### config.mk
export PLATFORM = sky130hd
export DESIGN_NAME = pfb_ctrl
export DESIGN_NICKNAME = d
export VERILOG_FILES = /design/src/rtl/pfb_pkg.sv /design/src/rtl/pfb_ctrl.sv
export SDC_FILE = /design/constraint.sdc
export NUM_CORES = 1
export LEC_CHECK = 0
export BUFFER_PORTS_ARGS = -buffer_cell sky130_fd_sc_hd__buf_2
export CAP_MARGIN = 10
export CORE_AREA = 5 5 42 44
export CTS_CLUSTER_DIAMETER = 100
export DETAILED_ROUTE_END_ITERATION = 7
export DIE_AREA = 0 0 47 49
export PLACE_DENSITY = 0.49
export SYNTH_ARGS = -nofsm -noshare
export SYNTH_HDL_FRONTEND = slang
export SYNTH_SLANG_ARGS = --single-unit
### constraint.sdc
create_clock -name clk -period 3.08 [get_ports clk]
set_clock_uncertainty 0.05 [all_clocks]
set_input_delay 0.308 -clock clk [delete_from_list [all_inputs] [get_ports clk]]
set_output_delay 0.308 -clock clk [all_outputs]
set_load 0.02 [all_outputs]
### src/rtl/pfb_pkg.sv
`default_nettype none

package pfb_pkg;

  // Screen size defaults
  localparam int WIDTH_DEF  = 128;
  localparam int HEIGHT_DEF = 64;

  // Channel widths
  localparam int COORD_W     = 10;
  localparam int IN_TDATA_W  = 56;
  localparam int IN_TUSER_W  = 3;
  localparam int OUT_TDATA_W = 8;

  // Command codes carried on in_tuser
  typedef enum logic [2:0] {
    MODE_CLEAR   = 3'd0,
    MODE_PIXEL   = 3'd1,
    MODE_OUTLINE = 3'd2,
    MODE_FILL    = 3'd3,
    MODE_READ    = 3'd4
  } mode_t;

  typedef enum logic [2:0] {
    S_INIT,
    S_IDLE,
    S_CLEAR,
    S_DRAW,
    S_READ,
    S_READ_DATA
  } state_t;

  // Controller to datapath
  typedef struct packed {
    logic load;        // latch the accepted command
    logic clear_step;  // write zero at the sweep address and advance
    logic draw_step;   // read one byte of the box and advance
    logic rd_issue;    // read the byte asked for by a read command
    logic rd_load;     // move the read byte into the output register
  } ctrl_cmd_t;

  // Datapath to controller
  typedef struct packed {
    logic sweep_last;
    logic draw_last;
    logic out_busy;
  } ctrl_sts_t;

endpackage

`default_nettype wire

### src/rtl/pfb_ctrl.sv
`default_nettype none

module pfb_ctrl (
  input  wire logic                         clk,
  input  wire logic                         rst_n,
  input  wire logic                         in_tvalid,
  output logic                              in_tready,
  input  wire logic [pfb_pkg::IN_TUSER_W-1:0] in_tuser,
  input  wire pfb_pkg::ctrl_sts_t           sts,
  output pfb_pkg::ctrl_cmd_t                cmd
);
  import pfb_pkg::*;

  state_t state_r;
  state_t state_nxt;

  // State register
  always_ff @(posedge clk) begin
    if (!rst_n) begin
      state_r <= S_INIT;
    end else begin
      state_r <= state_nxt;
    end
  end

  // Next state and commands
  always_comb begin
    state_nxt = state_r;
    cmd       = '0;
    in_tready = 1'b0;
    unique case (state_r) inside
      S_INIT, S_CLEAR: begin
        cmd.clear_step = 1'b1;
        if (sts.sweep_last) begin
          state_nxt = S_IDLE;
        end
      end
      S_IDLE: begin
        in_tready = 1'b1;
        if (in_tvalid) begin
          cmd.load = 1'b1;
          case (mode_t'(in_tuser)) inside
            MODE_CLEAR: state_nxt = S_CLEAR;
            MODE_PIXEL, MODE_OUTLINE, MODE_FILL: state_nxt = S_DRAW;
            MODE_READ: state_nxt = S_READ;
            default: state_nxt = S_IDLE;
          endcase
        end
      end
      S_DRAW: begin
        cmd.draw_step = 1'b1;
        if (sts.draw_last) begin
          state_nxt = S_IDLE;
        end
      end
      S_READ: begin
        // hold until the output register is free
        if (!sts.out_busy) begin
          cmd.rd_issue = 1'b1;
          state_nxt    = S_READ_DATA;
        end
      end
      S_READ_DATA: begin
        cmd.rd_load = 1'b1;
        state_nxt   = S_IDLE;
      end
      default: state_nxt = S_INIT;
    endcase
  end

endmodule

`default_nettype wire

==> flow_metrics.tcl <==
set metrics [dict create \
    status "completed" \
    hold_class "input pin to register" \
    synthFlopType "dfxtp_1" \
    area_growth_pct 48.5 \
    p_leak_uw 0.000145 \
    die_height_um 49 \
    postSynthCellCount 24 \
    synth_commonest_cells "3 x dfxtp_1, 3 x nor2_1" \
    hold_viol 0 \
    required_ns 2.72 \
    nets 50 \
    p_seq_share_pct 32.4 \
    synth_cell_types 16 \
    power.switching_uw 35.1 \
    synth_seq_cells 3 \
    synth_warnings 0 \
    syn-cell-area_um2 206 \
    ant_nets 0 \
    rsz0062_at_grt "false" \
    combPwrFrac_pct 15.8 \
    grt_antenna_before_repair 0 \
    grtUsageTotal_pct 5.41 \
    vdd_drop_max_v 0.000218 \
    worstMarginPinSlew_ns 0.248 \
    postCtsSetupRepairBufs 0 \
    fillers 166 \
    largest_reg_flops 3 \
    avgRoutedWirePerCell_um 9.48 \
    critPathMaxFanout 10 \
    ioPinCount 15 \
    min_period_ns 1.62 \
    grt_pass1_wl_um 807 \
    cts_tree "built" \
    clkSinkCount 3 \
    port_buffers 14 \
    setup_viol 0 \
    cts_htree_levels 1 \
    drt_iter0_markers 11 \
    clock_path_buffers 2 \
    core_um2 1400 \
    largest-register "state_r" \
    synthesis.nets 33 \
    end_kind "output pin" \
    tns_ns 0 \
    synthTopCellsByArea "dfxtp_1 29%, and3b_1 8.5%, nor3b_1 7.3%" \
    fin_area_um2 307 \
    synth-edff-count 0 \
    cts-root-buf "clkbuf_4" \
    maxSlewViolCount 0 \
    wirelength_um 531 \
    overflow 0 \
    drc 0 \
    post_cts_resized 0 \
    finalCritPeriodShare_pct 52.6 \
    die_w_um 47 \
    viasPerCell 4.00 \
    ys_seq_area_share_pct 29.1 \
    regArea_um2 60.1 \
    grt_pass1_vias 204 \
    clkLatencyLatePin_ns 0.23 \
    rows 14 \
    p_sw_share_pct 25.9 \
    cts.reportedPaths.clkPinSlew_ns 0.04 \
    p_per_area_nw_per_um2 441 \
    start_kind "register" \
    fp.dieArea_um2 2300 \
    multi_input_area_um2 130 \
    cts_hold_buf 0 \
    slew-limit-headroom_pct 83.4 \
    drv_cap 0 \
    gp_congestion 0.653 \
    crit_arrival_ns 1.26 \
    drive_gt1_share_pct 45.0 \
    async_flop_share_pct 0 \
    fmax_mhz 617 \
    cts-buffers-inserted 3 \
    avgSynthCellArea_um2 8.60 \
    p_clk_share_pct 51.7 \
    netlist.area_leader.share_pct 29.1 \
    vias 224 \
    path_class "register to output pin" \
    diodes 0 \
    grt_max_degree 11 \
    initial_core_util_pct 14.7 \
    synth_area_leader_cell "dfxtp_1" \
    place_hpwl_um 429 \
    postPlaceCellArea_um2 280 \
    p_int_uw 100 \
    top_regs "state_r (3)" \
    drt_pass1_iterations 4 \
]
final cells by class:
type	count	share of cell area, %
flip-flops and latches	3	19.6
well taps	16	6.53
clock buffers	4	8.57
multi-input cells	19	42.4
repair buffers	14	22.9
power by group through the flow:
stage	combinational (uW)	clock [uW]	sequential [uW]
detailed placement	21.6	0	44.5
global placement	21.8	0	44.4
floorplan	14.9	0	42.0
CTS	21.7	74.3	43.9
global route	23.4	82.3	44.4
finish	21.4	70.0	43.9
cells in the final DEF, fill, tap and decap left out:
cell type / instances
clkbuf_4: 3
nand2_1: 2
nand2b_1: 1
nor2b_1: 2
dfxtp_1: 3
mux2i_1: 1
nor3b_1: 2
a21boi_1: 1
o2111a_1: 1
a31oi_1: 1
a21oi_1: 1
nor2_1: 3
nand3b_1: 1
clkbuf_1: 1
and4bb_2: 1
buf_2: 14
and3b_1: 2
worst paths after layout:
kind	start	to	slack (ns)	cells after the start
worst max-delay path	state_r[2]	cmd[1]	1.46	3
worst min-delay path	rst_n	state_r[2]	0.27	2
worst max register to register	state_r[2]	state_r[2]	1.94	3
worst min register to register	state_r[1]	state_r[1]	0.54	2
worst max-delay path, stage by stage (launching register included):
cell     delay [ns]
dfxtp_1        0.45
nor3b_1        0.26
nor2b_1        0.15
buf_2          0.16
per-layer routing:
layer	up-vias	share of wire (%)	GRT usage, %
li1	119	-	-
met1	90	44	6.56
met2	15	37	5.88
met3	0	19	6.64
met4	0	0	1.38
met5	-	0	0
kinds of logic (layout without fill, tap and decap cells):
| kind of cell | after synthesis | count (layout) | synth area share, % |
|---|---|---|---|
| mux | 1 | 1 | 4.85 |
| buf+inv | 2 | 18 | 7.88 |
| simple gates | 14 | 14 | 43.6 |
| compound gates | 4 | 4 | 14.5 |
| flops | 3 | 3 | 29.1 |
per-stage QoR:
stage / util [%] / power, uW / hold WS [ns] / std cells / worst slack [ns]
after floorplan: - / 57.0 / 0.386 / 24 / 1.74
after global placement: 20.0 / 66.2 / 0.512 / 52 / 1.73
after detailed placement: 20.0 / 66.1 / 0.526 / 52 / 1.69
after CTS: 21.9 / 140 / 0.277 / 56 / 1.43
after global routing: 21.9 / 150 / 0.286 / 56 / 1.29
final: 21.9 / 135 / 0.274 / 56 / 1.46
(Power assumes the default switching activity.)
